### src/rtl/ulbc_pkg.sv
// ----------------------------------------------------------------------------
// ulbc_pkg
// Shared classes, codepoint constants and the queue word of the classifier.
// ----------------------------------------------------------------------------
package ulbc_pkg;

    // line break classes
    localparam logic [2:0] CL_OTHER     = 3'd0;
    localparam logic [2:0] CL_IDEO      = 3'd1;
    localparam logic [2:0] CL_OPEN      = 3'd2;
    localparam logic [2:0] CL_CLOSE     = 3'd3;
    localparam logic [2:0] CL_THAI_BASE = 3'd4;
    localparam logic [2:0] CL_THAI_LEAD = 3'd5;
    localparam logic [2:0] CL_THAI_MARK = 3'd6;

    localparam logic [20:0] REPL_CP = 21'h00FFFD;
    localparam logic [20:0] LF_CP   = 21'h00000A;

    // One queue word per input byte that yields results. The first result is
    // carried in full; a second one is always a newline.
    typedef struct packed {
        logic [20:0] cp;
        logic [2:0]  cls;
        logic        ws;
        logic        nl;
        logic        bad;
        logic        two;
        logic        eot;
    } t_entry;

endpackage

### src/rtl/utf8_line_break_classifier_top.sv
// ----------------------------------------------------------------------------
// utf8_line_break_classifier_top
// UTF-8 decoder with a compact line break classifier.
//
//   channel  dir  handshake          payload
//   input    in   i_valid/o_ready    i_in_byte, i_end_of_text
//   output   out  o_valid/i_ready    o_codepoint .. o_last_of_run
//
// One byte is accepted per cycle while the decode queue has room.
// A byte yields zero, one or two results, sent one at a time through the
// single output register after passing through the queue.
// The QUEUE_DEPTH word queue lets input and output stall apart.
// Reset is synchronous and clears decode, pairing and queue state.
// ----------------------------------------------------------------------------
module utf8_line_break_classifier_top #(
    parameter int QUEUE_DEPTH = 4
) (
    input  logic        i_clk,
    input  logic        i_rst_n,
    input  logic        i_valid,
    output logic        o_ready,
    input  logic [7:0]  i_in_byte,
    input  logic        i_end_of_text,
    output logic        o_valid,
    input  logic        i_ready,
    output logic [20:0] o_codepoint,
    output logic [2:0]  o_char_class,
    output logic        o_is_wrap_space,
    output logic        o_is_newline,
    output logic        o_break_before,
    output logic        o_malformed,
    output logic        o_last_of_run
);
    ulbc_pkg::t_entry push_word;
    ulbc_pkg::t_entry head_word;
    logic             push;
    logic             full;
    logic             head_valid;
    logic             pop;

    // decode and classify
    ulbc_front u_front (
        .i_clk         (i_clk),
        .i_rst_n       (i_rst_n),
        .i_valid       (i_valid),
        .i_in_byte     (i_in_byte),
        .i_end_of_text (i_end_of_text),
        .i_full        (full),
        .o_ready       (o_ready),
        .o_push        (push),
        .o_entry       (push_word)
    );

    // decoupling queue
    ulbc_fifo #(
        .DEPTH (QUEUE_DEPTH)
    ) u_fifo (
        .i_clk   (i_clk),
        .i_rst_n (i_rst_n),
        .i_push  (push),
        .i_data  (push_word),
        .o_full  (full),
        .i_pop   (pop),
        .o_valid (head_valid),
        .o_data  (head_word)
    );

    // pairing and output
    ulbc_back u_back (
        .i_clk           (i_clk),
        .i_rst_n         (i_rst_n),
        .i_q_valid       (head_valid),
        .i_q_data        (head_word),
        .o_q_pop         (pop),
        .o_valid         (o_valid),
        .i_ready         (i_ready),
        .o_codepoint     (o_codepoint),
        .o_char_class    (o_char_class),
        .o_is_wrap_space (o_is_wrap_space),
        .o_is_newline    (o_is_newline),
        .o_break_before  (o_break_before),
        .o_malformed     (o_malformed),
        .o_last_of_run   (o_last_of_run)
    );

endmodule

### src/rtl/ulbc_fifo.sv
// ----------------------------------------------------------------------------
// ulbc_fifo
// Short register queue of decoded words between decode and output stages.
// ----------------------------------------------------------------------------
module ulbc_fifo #(
    parameter int DEPTH = 4
) (
    input  logic            i_clk,
    input  logic            i_rst_n,
    input  logic            i_push,
    input  ulbc_pkg::t_entry i_data,
    output logic            o_full,
    input  logic            i_pop,
    output logic            o_valid,
    output ulbc_pkg::t_entry o_data
);
    localparam int PW = (DEPTH > 1) ? $clog2(DEPTH) : 1;
    localparam int CW = $clog2(DEPTH + 1);

    ulbc_pkg::t_entry r_mem [DEPTH];
    logic [PW-1:0] r_wr, n_wr;
    logic [PW-1:0] r_rd, n_rd;
    logic [CW-1:0] r_cnt, n_cnt;
    logic          do_push, do_pop;

    assign o_full  = (r_cnt == CW'(DEPTH));
    assign o_valid = (r_cnt != '0);
    assign o_data  = r_mem[r_rd];
    assign do_push = i_push && !o_full;
    assign do_pop  = i_pop && o_valid;

    // pointer and fill count update
    always_comb begin
        n_wr  = r_wr;
        n_rd  = r_rd;
        n_cnt = r_cnt;
        if (do_push) begin
            n_wr = (r_wr == PW'(DEPTH - 1)) ? '0 : r_wr + 1'b1;
        end
        if (do_pop) begin
            n_rd = (r_rd == PW'(DEPTH - 1)) ? '0 : r_rd + 1'b1;
        end
        if (do_push && !do_pop) begin
            n_cnt = r_cnt + 1'b1;
        end else if (do_pop && !do_push) begin
            n_cnt = r_cnt - 1'b1;
        end
    end

    always_ff @(posedge i_clk) begin
        if (!i_rst_n) begin
            r_wr  <= '0;
            r_rd  <= '0;
            r_cnt <= '0;
        end else begin
            r_wr  <= n_wr;
            r_rd  <= n_rd;
            r_cnt <= n_cnt;
        end
    end

    // storage, no reset
    always_ff @(posedge i_clk) begin
        if (do_push) begin
            r_mem[r_wr] <= i_data;
        end
    end

endmodule

### src/rtl/ulbc_front.sv
// ----------------------------------------------------------------------------
// ulbc_front
// UTF-8 byte decoder and line break classifier; writes one queue word per
// byte that yields results.
// ----------------------------------------------------------------------------
module ulbc_front (
    input  logic             i_clk,
    input  logic             i_rst_n,
    input  logic             i_valid,
    input  logic [7:0]       i_in_byte,
    input  logic             i_end_of_text,
    input  logic             i_full,
    output logic             o_ready,
    output logic             o_push,
    output ulbc_pkg::t_entry o_entry
);
    logic [20:0] r_part, n_part;
    logic [1:0]  r_rem, n_rem;
    logic        accept;
    logic        has_res;
    logic        single;
    logic [20:0] res_cp;
    logic        res_bad;
    logic        res_two;
    logic [20:0] shifted;

    // class lookup: punctuation first, then Thai, then ideographic ranges
    function automatic logic [2:0] classify(input logic [20:0] cp);
        logic [2:0] c;
        case (cp) inside
            21'h0028, 21'h005B, 21'h007B,
            21'h3008, 21'h300A, 21'h300C, 21'h300E,
            21'h3010, 21'h3014, 21'h3016, 21'h3018,
            21'hFF08, 21'hFF3B, 21'hFF5B,
            21'h201C, 21'h2018:
                c = ulbc_pkg::CL_OPEN;
            21'h0029, 21'h005D, 21'h007D,
            21'h3009, 21'h300B, 21'h300D, 21'h300F,
            21'h3011, 21'h3015, 21'h3017, 21'h3019,
            21'h3001, 21'h3002, 21'h30FB, 21'h30FC,
            21'hFF09, 21'hFF3D, 21'hFF5D, 21'hFF60,
            21'hFF0C, 21'hFF0E, 21'hFF01, 21'hFF1F,
            21'hFF1A, 21'hFF1B,
            21'h201D, 21'h2019:
                c = ulbc_pkg::CL_CLOSE;
            [21'h0E40:21'h0E44]:
                c = ulbc_pkg::CL_THAI_LEAD;
            [21'h0E30:21'h0E3A], 21'h0E45, [21'h0E47:21'h0E4E]:
                c = ulbc_pkg::CL_THAI_MARK;
            [21'h0E00:21'h0E7F]:
                c = ulbc_pkg::CL_THAI_BASE;
            [21'h3040:21'h30FF], [21'h3400:21'h9FFF], [21'hF900:21'hFAFF],
            [21'hAC00:21'hD7A3], [21'h3000:21'h303F], [21'hFF00:21'hFFEF],
            [21'h20000:21'h2FFFF]:
                c = ulbc_pkg::CL_IDEO;
            default:
                c = ulbc_pkg::CL_OTHER;
        endcase
        classify = c;
    endfunction

    assign o_ready = !i_full;
    assign accept  = i_valid && o_ready;
    assign shifted = {r_part[14:0], i_in_byte[5:0]};

    // sequence decode
    always_comb begin
        n_part  = r_part;
        n_rem   = r_rem;
        has_res = 1'b0;
        single  = 1'b0;
        res_cp  = ulbc_pkg::REPL_CP;
        res_bad = 1'b0;
        res_two = 1'b0;
        if (r_rem != 2'd0) begin
            if (i_in_byte == 8'h0A) begin
                // newline cuts the sequence: replacement then newline
                n_part  = '0;
                n_rem   = 2'd0;
                has_res = 1'b1;
                res_bad = 1'b1;
                res_two = 1'b1;
            end else begin
                n_part = shifted;
                n_rem  = r_rem - 2'd1;
                if (r_rem == 2'd1) begin
                    has_res = 1'b1;
                    res_cp  = shifted;
                end
            end
        end else if (!i_in_byte[7]) begin
            has_res = 1'b1;
            single  = 1'b1;
            res_cp  = {13'd0, i_in_byte};
        end else if (i_in_byte[7:5] == 3'b110) begin
            n_part = {16'd0, i_in_byte[4:0]};
            n_rem  = 2'd1;
        end else if (i_in_byte[7:4] == 4'b1110) begin
            n_part = {17'd0, i_in_byte[3:0]};
            n_rem  = 2'd2;
        end else if (i_in_byte[7:3] == 5'b11110) begin
            n_part = {18'd0, i_in_byte[2:0]};
            n_rem  = 2'd3;
        end else begin
            has_res = 1'b1;
            res_bad = 1'b1;
        end
        // end of text: a still open sequence becomes a replacement
        if (i_end_of_text) begin
            if (n_rem != 2'd0) begin
                has_res = 1'b1;
                res_bad = 1'b1;
                res_cp  = ulbc_pkg::REPL_CP;
            end
            n_part = '0;
            n_rem  = 2'd0;
        end
    end

    // queue word
    always_comb begin
        o_entry.cp  = res_cp;
        o_entry.nl  = single && (res_cp == ulbc_pkg::LF_CP);
        o_entry.cls = o_entry.nl ? ulbc_pkg::CL_OTHER : classify(res_cp);
        o_entry.ws  = single && ((res_cp == 21'h20) || (res_cp == 21'h09)
                                 || (res_cp == 21'h0D));
        o_entry.bad = res_bad;
        o_entry.two = res_two;
        o_entry.eot = i_end_of_text;
    end

    assign o_push = accept && has_res;

    always_ff @(posedge i_clk) begin
        if (!i_rst_n) begin
            r_part <= '0;
            r_rem  <= '0;
        end else if (accept) begin
            r_part <= n_part;
            r_rem  <= n_rem;
        end
    end

endmodule

### src/rtl/ulbc_back.sv
// ----------------------------------------------------------------------------
// ulbc_back
// Output stage: unpacks queue words into results, tracks pairing state and
// decides break opportunities.
// ----------------------------------------------------------------------------
module ulbc_back (
    input  logic             i_clk,
    input  logic             i_rst_n,
    input  logic             i_q_valid,
    input  ulbc_pkg::t_entry i_q_data,
    output logic             o_q_pop,
    output logic             o_valid,
    input  logic             i_ready,
    output logic [20:0]      o_codepoint,
    output logic [2:0]       o_char_class,
    output logic             o_is_wrap_space,
    output logic             o_is_newline,
    output logic             o_break_before,
    output logic             o_malformed,
    output logic             o_last_of_run
);
    logic        r_sub, n_sub;
    logic        r_have_prev, n_have_prev;
    logic [2:0]  r_prev_cls, n_prev_cls;
    logic        r_valid, n_valid;
    logic [20:0] r_cp, n_cp;
    logic [2:0]  r_cls, n_cls;
    logic        r_ws, n_ws;
    logic        r_nl, n_nl;
    logic        r_brk, n_brk;
    logic        r_bad, n_bad;
    logic        r_last, n_last;

    logic        adv;
    logic [20:0] c_cp;
    logic [2:0]  c_cls;
    logic        c_ws, c_nl, c_bad, c_last, c_brk;

    function automatic logic may_break(input logic [2:0] ca, input logic [2:0] cb);
        logic r;
        if (ca == ulbc_pkg::CL_OPEN || cb == ulbc_pkg::CL_CLOSE
            || cb == ulbc_pkg::CL_THAI_MARK) begin
            r = 1'b0;
        end else if (ca == ulbc_pkg::CL_IDEO || cb == ulbc_pkg::CL_IDEO) begin
            r = 1'b1;
        end else if ((ca == ulbc_pkg::CL_THAI_BASE || ca == ulbc_pkg::CL_THAI_MARK)
                     && (cb == ulbc_pkg::CL_THAI_BASE || cb == ulbc_pkg::CL_THAI_LEAD)) begin
            r = 1'b1;
        end else begin
            r = 1'b0;
        end
        may_break = r;
    endfunction

    assign adv     = i_q_valid && (!r_valid || i_ready);
    assign o_q_pop = adv && c_last;

    // select the current result of the head word
    always_comb begin
        if (r_sub) begin
            c_cp  = ulbc_pkg::LF_CP;
            c_cls = ulbc_pkg::CL_OTHER;
            c_ws  = 1'b0;
            c_nl  = 1'b1;
            c_bad = 1'b0;
        end else begin
            c_cp  = i_q_data.cp;
            c_cls = i_q_data.cls;
            c_ws  = i_q_data.ws;
            c_nl  = i_q_data.nl;
            c_bad = i_q_data.bad;
        end
        c_last = r_sub || !i_q_data.two;
        c_brk  = !c_nl && !c_ws && r_have_prev && may_break(r_prev_cls, c_cls);
    end

    // next state
    always_comb begin
        n_sub       = r_sub;
        n_have_prev = r_have_prev;
        n_prev_cls  = r_prev_cls;
        n_valid     = r_valid;
        n_cp        = r_cp;
        n_cls       = r_cls;
        n_ws        = r_ws;
        n_nl        = r_nl;
        n_brk       = r_brk;
        n_bad       = r_bad;
        n_last      = r_last;
        if (adv) begin
            n_valid = 1'b1;
            n_cp    = c_cp;
            n_cls   = c_cls;
            n_ws    = c_ws;
            n_nl    = c_nl;
            n_brk   = c_brk;
            n_bad   = c_bad;
            n_last  = c_last;
            n_sub   = !c_last;
            // pairing: end of text or a space/newline clears it
            if ((c_last && i_q_data.eot) || c_nl || c_ws) begin
                n_have_prev = 1'b0;
                n_prev_cls  = ulbc_pkg::CL_OTHER;
            end else begin
                n_have_prev = 1'b1;
                n_prev_cls  = c_cls;
            end
        end else if (i_ready) begin
            n_valid = 1'b0;
        end
    end

    always_ff @(posedge i_clk) begin
        if (!i_rst_n) begin
            r_sub       <= 1'b0;
            r_have_prev <= 1'b0;
            r_prev_cls  <= ulbc_pkg::CL_OTHER;
            r_valid     <= 1'b0;
        end else begin
            r_sub       <= n_sub;
            r_have_prev <= n_have_prev;
            r_prev_cls  <= n_prev_cls;
            r_valid     <= n_valid;
        end
    end

    // output payload, no reset
    always_ff @(posedge i_clk) begin
        r_cp   <= n_cp;
        r_cls  <= n_cls;
        r_ws   <= n_ws;
        r_nl   <= n_nl;
        r_brk  <= n_brk;
        r_bad  <= n_bad;
        r_last <= n_last;
    end

    assign o_valid         = r_valid;
    assign o_codepoint     = r_cp;
    assign o_char_class    = r_cls;
    assign o_is_wrap_space = r_ws;
    assign o_is_newline    = r_nl;
    assign o_break_before  = r_brk;
    assign o_malformed     = r_bad;
    assign o_last_of_run   = r_last;

endmodule

### config.mk
export PLATFORM = sky130hd
export DESIGN_NAME = utf8_line_break_classifier_top
export DESIGN_NICKNAME = d
export VERILOG_FILES = /design/src/rtl/ulbc_pkg.sv /design/src/rtl/utf8_line_break_classifier_top.sv /design/src/rtl/ulbc_fifo.sv /design/src/rtl/ulbc_front.sv /design/src/rtl/ulbc_back.sv
export SDC_FILE = /design/constraint.sdc
export NUM_CORES = 1
export LEC_CHECK = 0
export BUFFER_PORTS_ARGS = -buffer_cell sky130_fd_sc_hd__buf_2
export CELL_PAD_IN_SITES_DETAIL_PLACEMENT = 2
export CELL_PAD_IN_SITES_GLOBAL_PLACEMENT = 2
export CORE_ASPECT_RATIO = 1.2
export CORE_MARGIN = 2
export CORE_UTILIZATION = 43
export DETAILED_ROUTE_END_ITERATION = 7
export PLACE_DENSITY = 0.79
export SYNTH_ARGS = -nofsm -noshare
export SYNTH_HDL_FRONTEND = slang
export SYNTH_SLANG_ARGS = --single-unit
### constraint.sdc
create_clock -name i_clk -period 4.8 [get_ports i_clk]
set_input_delay 0.96 -clock i_clk [delete_from_list [all_inputs] [get_ports i_clk]]
set_output_delay 0.96 -clock i_clk [all_outputs]
set_load 0.005 [all_outputs]
=== Yosys cells after proc, flatten, opt, wreduce, memory -nomap -nowiden ===
Memories as Yosys holds them, arrays and structs flattened. A register that Yosys moved wholly into a read port is not among the register bits.
Index checks and enable logic that the tools add are counted.

* Flip-flop bits (word level): 59
* RAM bits: 116
* Bits of input ports: 13
* Output and inout port bits: 31
* Logic and storage cells: 228
* Memories kept: 1

* Add/sub/neg operators: 5
* $lt $le $gt $ge: 22
* Equality and inequality tests: 65
* Muxes and demuxes: 62
* Reductions and logical operators: 57

{| class="wikitable"
|+ Memories
! name !! words !! width !! rd ports !! clocked after Yosys merged registers in !! wr ports !! line !! text
|-
| u_fifo.r_mem || 4 || 29 || 1 || 1 || 1 || ulbc_fifo.sv:20 || <nowiki>ulbc_pkg::t_entry r_mem [DEPTH];</nowiki>
|}

{| class="wikitable"
|+ Operator list
! kind !! number
|-
| $eq 21x14->1 const B || 24
|-
| $eq 21x16->1 const B || 13
|-
| $mux 15 || 7
|-
| $mux 21 || 5
|-
| $eq 21x7->1 const B || 4
|-
| $ge 21x12->1 const B || 4
|-
| $le 21x12->1 const B || 4
|-
| $le 21x16->1 const B || 4
|-
| $eq 21x4->1 const B || 3
|-
| $eq 21x6->1 const B || 3
|-
| $ge 21x14->1 const B || 3
|-
| $ge 21x16->1 const B || 3
|-
| $le 21x14->1 const B || 2
|-
| $mux 3 || 10
|-
| $mux 1 || 28
|-
| $reduce_or 27->1 || 1
|-
| $logic_and 1x1->1 || 26
|-
| $mux 2 || 11
|-
| $eq 21x12->1 const B || 1
|-
| $eq 3x3->1 const B || 7
|-
| $ge 21x18->1 const B || 1
|-
| $le 21x18->1 const B || 1
|-
| $mux 16 || 1
|-
| $reduce_or 16->1 || 1
|-
| other kinds (19) || 44
|}

=== Longest topological paths before layout ===
Gate-level depths: netlist of the first run.

* Depth in word-level cells: 19
* Depth in mapped cells: 14
* Mapped depth without buffers: 13

=== Hierarchy ===
From an unflattened synthesis of the first run, not the netlist that was laid out.

* Cells, all modules: 683
* Area total of the unflattened synthesis: 8688.3 um^2

{| class="wikitable"
|+ By module, submodules not included
! module !! times used !! cells each !! area an instance (um^2) !! seq. area each (um^2)
|-
| ulbc_fifo || 1 || 202 || 4669.5 || 3663.5
|-
| ulbc_front || 1 || 380 || 2580.0 || 340.3
|-
| ulbc_back || 1 || 101 || 1438.9 || 991.0
|}

=== Worst setup path before layout of the first run ===
No wires, ideal clock.

* Path kind: input to register
* From: input port i_in_byte[7]
* To: register u_fifo.r_cnt[2]
* Library setup time: 0.076 ns
* Arrival: 3.899 ns
* Data required time: 4.724 ns
* Setup slack: 0.825 ns
* Cell stages on the path: 12
* Buffers on the path: 2
* Cell sequence: buf_2 or4_4 buf_6 or3_1 o2bb2ai_1 a21oi_1 ha_1 inv_1 fa_1 xor2_1 or3_1 a21boi_0

* Word-level cells in the longest chain between the ends: 14
* Elaborated cells between the ends (all ways): 26
* Those cells by class: eq/ne: 4; mux: 15; reduce/logical: 7

{| class="wikitable"
|+ Ends and longest elaborated chain
! element !! line !! text
|-
| start, declared || utf8_line_break_classifier_top.sv:22 || <nowiki>input logic [7:0] i_in_byte,</nowiki>
|-
| $eq 5x5->1 || ulbc_front.sv:101 || <nowiki>end else if (i_in_byte[7:3] == 5'b11110) begin</nowiki>
|-
| $mux 2 || ulbc_front.sv:101 ||
|-
| $mux 2 || ulbc_front.sv:98 || <nowiki>end else if (i_in_byte[7:4] == 4'b1110) begin</nowiki>
|-
| $mux 2 || ulbc_front.sv:95 || <nowiki>end else if (i_in_byte[7:5] == 3'b110) begin</nowiki>
|-
| $mux 2 || ulbc_front.sv:91 || <nowiki>end else if (!i_in_byte[7]) begin</nowiki>
|-
| $mux 2 || ulbc_front.sv:75 || <nowiki>if (r_rem != 2'd0) begin</nowiki>
|-
| $reduce_bool 2->1 || ulbc_front.sv:110 || <nowiki>if (n_rem != 2'd0) begin</nowiki>
|-
| $mux 1 || ulbc_front.sv:110 ||
|-
| $mux 1 (*) || ulbc_front.sv:109 || <nowiki>if (i_end_of_text) begin</nowiki>
|-
| $logic_and 1x1->1 (*) || ulbc_front.sv:132 || <nowiki>assign o_push = accept && has_res;</nowiki>
|-
| $logic_and 1x1->1 (*) || ulbc_fifo.sv:29 || <nowiki>assign do_push = i_push && !o_full;</nowiki>
|-
| net u_fifo.do_push || ulbc_fifo.sv:24 || <nowiki>logic do_push, do_pop;</nowiki>
|-
| $logic_not 1->1 || ulbc_fifo.sv:45 || <nowiki>end else if (do_pop && !do_push) begin</nowiki>
|-
| $logic_and 1x1->1 || ulbc_fifo.sv:45 ||
|-
| $reduce_bool 2->1 (no source line) || -- ||
|-
| end signal, assigned || ulbc_fifo.sv:58 || <nowiki>r_cnt <= n_cnt;</nowiki>
|-
| end, declared || ulbc_fifo.sv:23 || <nowiki>logic [CW-1:0] r_cnt, n_cnt;</nowiki>
|}

Mark *: on every way through the listed nets, which the timed path passes. The rest lies on a longest branch.
A chain may end at the register's enable or synchronous reset.

==> results of run 1 <==
cells by family after synthesis:
group | after synthesis | synth area share (%)
adders and majority gates | 9 | 1.42
muxes | 34 | 8.33
AOI/OAI and AO/OA | 119 | 10.6
buffers and inverters | 64 | 3.14
and+or+nand+nor | 257 | 17.1
DFF | 177 | 59.1
xor gates and xnor gates | 3 | 0.311
per-layer routing:
layer,up-vias,global-route usage (%),share of wire (%)
met5,-,0,0
met4,0,9.47,2.6
met3,50,4.57,3.3
met2,181,51.1,53
met1,3163,33.6,41
li1,2635,-,-
state kept, by name, summed over array words and instances, names as in the netlist, 2 cells and up, named ones only:
| signal | flops |
|---|---|
| u_back.r_prev_cls | 3 |
| u_back.o_codepoint | 21 |
| u_fifo.r_rd | 2 |
| u_back.o_char_class | 3 |
| u_fifo.r_wr | 2 |
| u_front.r_part | 15 |
| u_fifo.r_cnt | 3 |
| u_front.r_rem | 2 |
| u_fifo.r_mem | 116 |
area by class of cell:
cell class                 count  area [um^2]  share of cell area, %
timing repair buffer          63          365                   3.84
clock buffer                  17          425                   4.47
inverter                      18         67.6                  0.711
clock inverter                15          141                   1.49
tap                          261          327                   3.43
sequential                   177         5000                   52.5
multi-input combinational    422         3190                   33.5
synthesized netlist by cell type (5+ instances only):
cell	instances	area share (%)
sky130_fd_sc_hd__nand3_1	17	1.0
sky130_fd_sc_hd__nor3_1	10	0.59
sky130_fd_sc_hd__nor4_1	10	0.74
sky130_fd_sc_hd__or4_1	6	0.53
sky130_fd_sc_hd__nor2_1	31	1.4
sky130_fd_sc_hd__inv_1	18	0.80
sky130_fd_sc_hd__o21ai_0	16	0.95
sky130_fd_sc_hd__a31oi_1	5	0.37
sky130_fd_sc_hd__dfxtp_1	32	7.6
sky130_fd_sc_hd__and3_1	7	0.52
sky130_fd_sc_hd__a21oi_1	21	1.2
sky130_fd_sc_hd__a21boi_0	7	0.62
sky130_fd_sc_hd__nand4_1	10	0.74
sky130_fd_sc_hd__clkbuf_1	37	1.6
sky130_fd_sc_hd__a32oi_1	6	0.62
sky130_fd_sc_hd__nand2b_1	10	0.74
sky130_fd_sc_hd__edfxtp_1	145	52
sky130_fd_sc_hd__a41oi_1	5	0.52
sky130_fd_sc_hd__nand2_1	57	2.5
sky130_fd_sc_hd__ha_1	8	1.2
sky130_fd_sc_hd__and2_1	10	0.74
sky130_fd_sc_hd__or3_1	8	0.59
sky130_fd_sc_hd__a22oi_1	13	1.2
sky130_fd_sc_hd__nor4b_1	5	0.52
sky130_fd_sc_hd__nor2b_1	49	3.6
sky130_fd_sc_hd__mux4_2	29	7.7
sky130_fd_sc_hd__mux2i_1	5	0.59
power by group through the flow:
stage	clock network [mW]	logic (mW)	registers, mW
floorplan	0	0.803	2.14
global placement	0	1.22	2.12
detailed placement	0	1.32	2.16
CTS	1.36	1.36	2.15
global route	1.41	1.45	2.16
finish	1.34	1.34	2.14
critical path, stage by stage, from the launching register on:
cell and delay, ns:
sky130_fd_sc_hd__dfxtp_1 0.37, sky130_fd_sc_hd__inv_1 0.11, sky130_fd_sc_hd__ha_1 0.77, sky130_fd_sc_hd__nor2b_1 0.73, sky130_fd_sc_hd__nand2_1 0.34, sky130_fd_sc_hd__a221o_1 0.46, sky130_fd_sc_hd__nor2_1 0.24, sky130_fd_sc_hd__nand3_1 0.13
sky130_fd_sc_hd__a2111oi_1 0.88
metrics by stage:
stage               setup WS [ns]  total power, mW  hold WS (ns)
CTS                         0.477             4.87         0.510
finish                      0.424             4.82         0.498
global route               0.0901             5.02         0.539
detailed placement          0.372             3.48         0.498
floorplan                   0.825             2.94         0.444
global placement            0.521             3.34         0.459
final timing paths:
kind | endpoint | depth (start not counted) | slack [ns]
min reg2reg | u_back.o_valid | 2 | 0.50
min | u_back.o_valid | 2 | 0.50
max | u_fifo.r_mem[1][4] | 8 | 0.42
max reg2reg | u_fifo.r_mem[1][4] | 8 | 0.42
==> insert_results.sql, run 1 <==
INSERT INTO impl_metrics (metric_group, metric, value, unit) VALUES
('clock_tree', 'tritoncts_num_sinks', '177', ''),
('global_route', 'grt_start_max_net_pins', '32', ''),
('global_route', 'initial_antenna_violation_count', '0', ''),
('route', 'wl_per_cell', '29.2', 'um'),
('power', 'switching_share', '32.8', '%'),
('floorplan', 'die_height', '158', 'um'),
('global_route', 'grt_pass1_wl', '42600', 'um'),
('final_layout', 'drive_gt1_share', '19.8', '%'),
('final_layout', 'postLayoutCellArea', '9510', 'um^2'),
('final_layout', 'final_net_count', '721', ''),
('final_layout', 'antenna-diode-count', '0', ''),
('final_layout', 'syn_to_final_growth', '12.6', '%'),
('route', 'drt_iter0_drc', '435', ''),
('final_layout', 'finish.cell_count_without_fillers', '973', ''),
('power', 'cellPowerDensity', '507', 'nW/um^2'),
('logic_synthesis', 'synth.lib_cells_used.distinct', '70', ''),
('floorplan', 'design.die.area', '20800', 'um^2'),
('logic_synthesis', 'syn-mean-instance-area', '12.7', 'um^2'),
('power', 'power.combinational.fraction', '27.8', '%'),
('logic_synthesis', 'synth_fp_nets', '685', ''),
('final_layout', 'layout_common_cells', 'sky130_fd_sc_hd__edfxtp_1 (145), sky130_fd_sc_hd__nand2_1 (57), sky130_fd_sc_hd__nor2b_1 (49), sky130_fd_sc_hd__buf_2 (43)', ''),
('power', 'cellInternalPower', '3.24', 'mW'),
('floorplan', 'top_level_ports', '44', ''),
('global_route', 'grt.total_usage', '28.0', '%'),
('power', 'clockPowerShare', '27.8', '%'),
('clock_tree', 'cts.htree.levels', '4', ''),
('job', 'count_of_maximum_capacitance_violations', '0', ''),
('critical_path', 'critical_path_peak_fanout', '24', ''),
('floorplan', 'core-area', '19400', 'um^2'),
('sta', 'fmax', '0.229', 'GHz'),
('clock_tree', 'cts_resized', '0', ''),
('sta', 'slew-limit-headroom', '38.8', '%'),
('min_path', 'hold_start', 'u_back.o_valid', ''),
('logic_synthesis', 'synth-edff-count', '145', ''),
('sta', 'rsz0062_at_grt', 'no', ''),
('floorplan', 'fp-row-count', '56', ''),
('floorplan', 'initial_core_util', '43.5', '%'),
('critical_path', 'critPathRequiredTime', '4.90', 'ns'),
('sta', 'hold_viol_final', '0', ''),
('critical_path', 'crit_path_start_kind', 'flip-flop', ''),
('min_path', 'worstHoldPathType', 'flip-flop to flip-flop', ''),
('critical_path', 'crit-reg2reg-launch', 'u_front.r_rem[0]', ''),
('clock_tree', 'cts.clk_slew.worst_paths', '0.07', 'ns'),
('placed_design', 'detailed_place.area', '8940', 'um^2'),
('logic_synthesis', 'top_reg_cell_synth', 'sky130_fd_sc_hd__edfxtp_1', ''),
('clock_tree', 'cts-root-buf', 'sky130_fd_sc_hd__clkbuf_16', ''),
('sta', 'final.min_clock_period', '4.38', 'ns'),
('critical_path', 'arrival', '4.48', 'ns'),
('clock_tree', 'tritoncts.num_buffers', '17', ''),
('global_route', 'grt_pass1_vias', '6516', ''),
('power', 'p_switching', '1.58', 'mW'),
('route', 'remaining_drc_errors', '0', ''),
('sta', 'fin_crit_sh', '91.2', '%'),
('critical_path', 'criticalPathCategory', 'flip-flop to flip-flop', ''),
('critical_path', 'startpoint_of_the_most_critical_setup_path', 'u_front.r_rem[0]', ''),
('placed_design', 'gpl.final_weighted_congestion', '0.960', ''),
('clock_tree', 'cts_tree', 'done', ''),
('clock_tree', 'cts-hold-fix-buffers', '0', ''),
('power', 'seqPwrFrac', '44.4', '%'),
('power', 'irDropWorstVdd', '0.256', 'mV'),
('floorplan', 'die_w', '132', 'um'),
('status', 'outcome', 'complete, no violations', ''),
('route', 'postRouteAntennaNets', '0', ''),
('route', 'drt-vias-per-instance', '6.20', ''),
('clock_tree', 'cts_post_setup_buffers_inserted', '0', ''),
('route', 'wirelength', '28400', 'um'),
('power', 'leakage', '3.13', 'nW'),
('placed_design', 'portBuffers', '43', ''),
('placed_design', 'dp_hpwl', '19400', 'um'),
('logic_synthesis', 'syn_inst', '663', ''),
('sta', 'timing_max_transition_violations_final', '0', '');
(Power assumes the default switching activity.)
==> run 2: changes to the inputs <==
==> constraint.sdc (replaced) <==
create_clock -name i_clk -period 4.8 [get_ports i_clk]
set_input_delay 0 -clock i_clk [delete_from_list [all_inputs] [get_ports i_clk]]
set_output_delay 0 -clock i_clk [all_outputs]
set_load 0.005 [all_outputs]
==> insert_results.sql, run 2 (synthesis gave the netlist of run 1 again) <==
INSERT INTO impl_metrics (metric_group, metric, value, unit) VALUES
('floorplan', 'initial_core_util', '43.5', '%'),
('sta', 'fmax', '0.233', 'GHz'),
('clock_tree', 'cts_resized', '0', ''),
('clock_tree', 'cts.htree.levels', '4', ''),
('job', 'count_of_maximum_capacitance_violations', '0', ''),
('global_route', 'initial_antenna_violation_count', '0', ''),
('route', 'wirelength', '28000', 'um'),
('sta', 'report.final.setup_viol', '0', ''),
('global_route', 'grt_start_max_net_pins', '32', ''),
('clock_tree', 'cts-hold-fix-buffers', '2', ''),
('critical_path', 'setup.worst_path.end_class', 'flip-flop', ''),
('floorplan', 'core-area', '19400', 'um^2'),
('clock_tree', 'clockBufferDepth', '2', ''),
('global_route', 'grt_overflow', '0', ''),
('route', 'drt-vias-per-instance', '6.16', ''),
('route', 'detailedRoute.firstPassIterationCount', '5', ''),
('route', 'vias', '5957', ''),
('min_path', 'hold_start', 'i_rst_n', ''),
('power', 'irDropWorstVdd', '0.218', 'mV'),
('floorplan', 'die_w', '132', 'um'),
('critical_path', 'critical_path_peak_fanout', '24', ''),
('power', 'leakage', '3.11', 'nW'),
('final_layout', 'layout_common_cells', 'sky130_fd_sc_hd__edfxtp_1 (145), sky130_fd_sc_hd__nand2_1 (57), sky130_fd_sc_hd__nor2b_1 (49), sky130_fd_sc_hd__buf_2 (43)', ''),
('final_layout', 'postLayoutCellArea', '9500', 'um^2'),
('power', 'totalPowerFinal', '4.92', 'mW'),
('placed_design', 'detailed_place.area', '8880', 'um^2'),
('global_route', 'grt.total_usage', '27.8', '%'),
('sta', 'slew-limit-headroom', '15.9', '%'),
('final_layout', 'mostFrequentLayoutCell', 'sky130_fd_sc_hd__edfxtp_1', ''),
('final_layout', 'antenna-diode-count', '0', ''),
('min_path', 'worstHoldEndpoint', 'u_front.r_part[12]', ''),
('critical_path', 'crit-reg2reg-launch', 'u_front.r_rem[0]', ''),
('clock_tree', 'tritoncts_num_sinks', '177', ''),
('clock_tree', 'cts_tree', 'done', ''),
('critical_path', 'reg2reg_to', 'u_fifo.r_cnt[2]', ''),
('placed_design', 'portBuffers', '43', ''),
('final_layout', 'drive_gt1_share', '18.6', '%'),
('placed_design', 'gpl.final_weighted_congestion', '0.893', ''),
('floorplan', 'die_height', '158', 'um'),
('global_route', 'grt_pass1_wl', '42200', 'um'),
('status', 'outcome', 'complete, no violations', ''),
('sta', 'final.min_clock_period', '4.29', 'ns'),
('final_layout', 'final_net_count', '715', ''),
('clock_tree', 'clock_insertion_delay_worst_skew', '0.44', 'ns'),
('clock_tree', 'cts.clk_slew.worst_paths', '0.07', 'ns'),
('final_layout', 'largest_register', 'u_fifo.r_mem', ''),
('global_route', 'globalRouteMet2Util', '50.2', '%'),
('route', 'postRouteAntennaNets', '0', ''),
('global_route', 'grt_pass1_vias', '6448', ''),
('sta', 'fin_crit_sh', '89.3', '%'),
('floorplan', 'fp-row-count', '56', ''),
('floorplan', 'top_level_ports', '44', ''),
('sta', 'timing_max_transition_violations_final', '0', ''),
('power', 'cellPowerDensity', '518', 'nW/um^2'),
('critical_path', 'arrival', '4.63', 'ns'),
('sta', 'fin_worst_skew', '0.0110', 'ns'),
('route', 'drt_iter0_drc', '517', ''),
('critical_path', 'criticalPathCategory', 'flip-flop to flip-flop', ''),
('route', 'remaining_drc_errors', '0', ''),
('global_route', 'grt_use_met3', '3.45', '%'),
('min_path', 'worstHoldPathType', 'input pin to flip-flop', ''),
('route', 'wl_per_cell', '29.0', 'um'),
('final_layout', 'syn_to_final_growth', '12.5', '%'),
('sta', 'worst_slew_pin_slew', '1.26', 'ns'),
('critical_path', 'timing.reg2reg.worst_path_depth', '12', ''),
('clock_tree', 'cts-root-buf', 'sky130_fd_sc_hd__clkbuf_16', ''),
('global_route', 'grt_util_met1', '34.7', '%'),
('clock_tree', 'tritoncts.num_buffers', '17', ''),
('global_route', 'top_usage_layer', 'met2', ''),
('min_path', 'worstHoldPathCells', '2', ''),
('critical_path', 'crit_path_start_kind', 'flip-flop', ''),
('placed_design', 'dp_hpwl', '18600', 'um'),
('final_layout', 'largest_register_ffs', '116', ''),
('sta', 'tns', '0', 'ns'),
('sta', 'hold_viol_final', '0', ''),
('critical_path', 'critPathRequiredTime', '5.14', 'ns'),
('clock_tree', 'cts_post_setup_buffers_inserted', '0', ''),
('critical_path', 'setup_slack_reg_to_reg', '0.51', 'ns'),
('sta', 'rsz0062_at_grt', 'no', ''),
('floorplan', 'design.die.area', '20800', 'um^2');
[run 2: worst max-delay path, cell delays in order (launching register included)]
cell and delay [ns]:
sky130_fd_sc_hd__dfxtp_1 0.35, sky130_fd_sc_hd__inv_1 0.10, sky130_fd_sc_hd__ha_1 0.72, sky130_fd_sc_hd__o21ai_0 0.32, sky130_fd_sc_hd__o32ai_2 0.33, sky130_fd_sc_hd__o21ai_0 0.23, sky130_fd_sc_hd__a21oi_1 0.60, sky130_fd_sc_hd__ha_1 0.33
sky130_fd_sc_hd__inv_1 0.08, sky130_fd_sc_hd__fa_1 0.38, sky130_fd_sc_hd__xor2_1 0.16, sky130_fd_sc_hd__or3_1 0.33, sky130_fd_sc_hd__a21boi_0 0.25
[run 2: metrics by stage]
stage / utilization (%) / setup slack, ns / cells / hold slack [ns]
2_1_floorplan: - / 1.50 / 663 / 0.0989
3_3_place_gp: 45.8 / 0.985 / 933 / 0.276
5_1_grt: 49.0 / 0.140 / 967 / 0.0891
3_5_place_dp: 45.8 / 0.599 / 933 / 0.388
4_1_cts: 49.0 / 0.489 / 967 / 0.0413
6_report: 49.0 / 0.514 / 967 / 0.0574
[run 2: layout make-up]
cell class / count / area (um^2)
well taps: 261 / 327
flip-flops and latches: 177 / 5000
fillers: 1869 / 9910
multi-input cells: 422 / 3190
repair buffers: 57 / 325
clock buffers: 19 / 433
clock inverters: 13 / 169
inverters: 18 / 67.6
[run 2: worst max path at each step]
stage | start | end | slack [ns]
after floorplan | u_front.r_rem[0] | u_fifo.r_cnt[2] | 1.50
after global placement | u_front.r_rem[0] | u_fifo.r_cnt[2] | 0.99
after detailed placement | u_front.r_rem[0] | u_fifo.r_cnt[2] | 0.60
after CTS | u_front.r_rem[0] | u_fifo.r_cnt[2] | 0.49
after global routing | u_front.r_rem[0] | u_fifo.r_cnt[2] | 0.14
final | u_front.r_rem[0] | u_fifo.r_cnt[2] | 0.51
[run 2: power by group]
group	internal, mW	switching (mW)
combinational	0.524	0.802
sequential	2.02	0.125
clock	0.789	0.661
total	3.34	1.59
[run 2: routing by layer]
metal	vias to the layer above	part of all wire [%]	wire (um)
met2	188	53	14800
met1	3121	41	11500
met4	0	2.2	604
li1	2606	-	-
met5	-	0	0
met3	42	3.9	1090
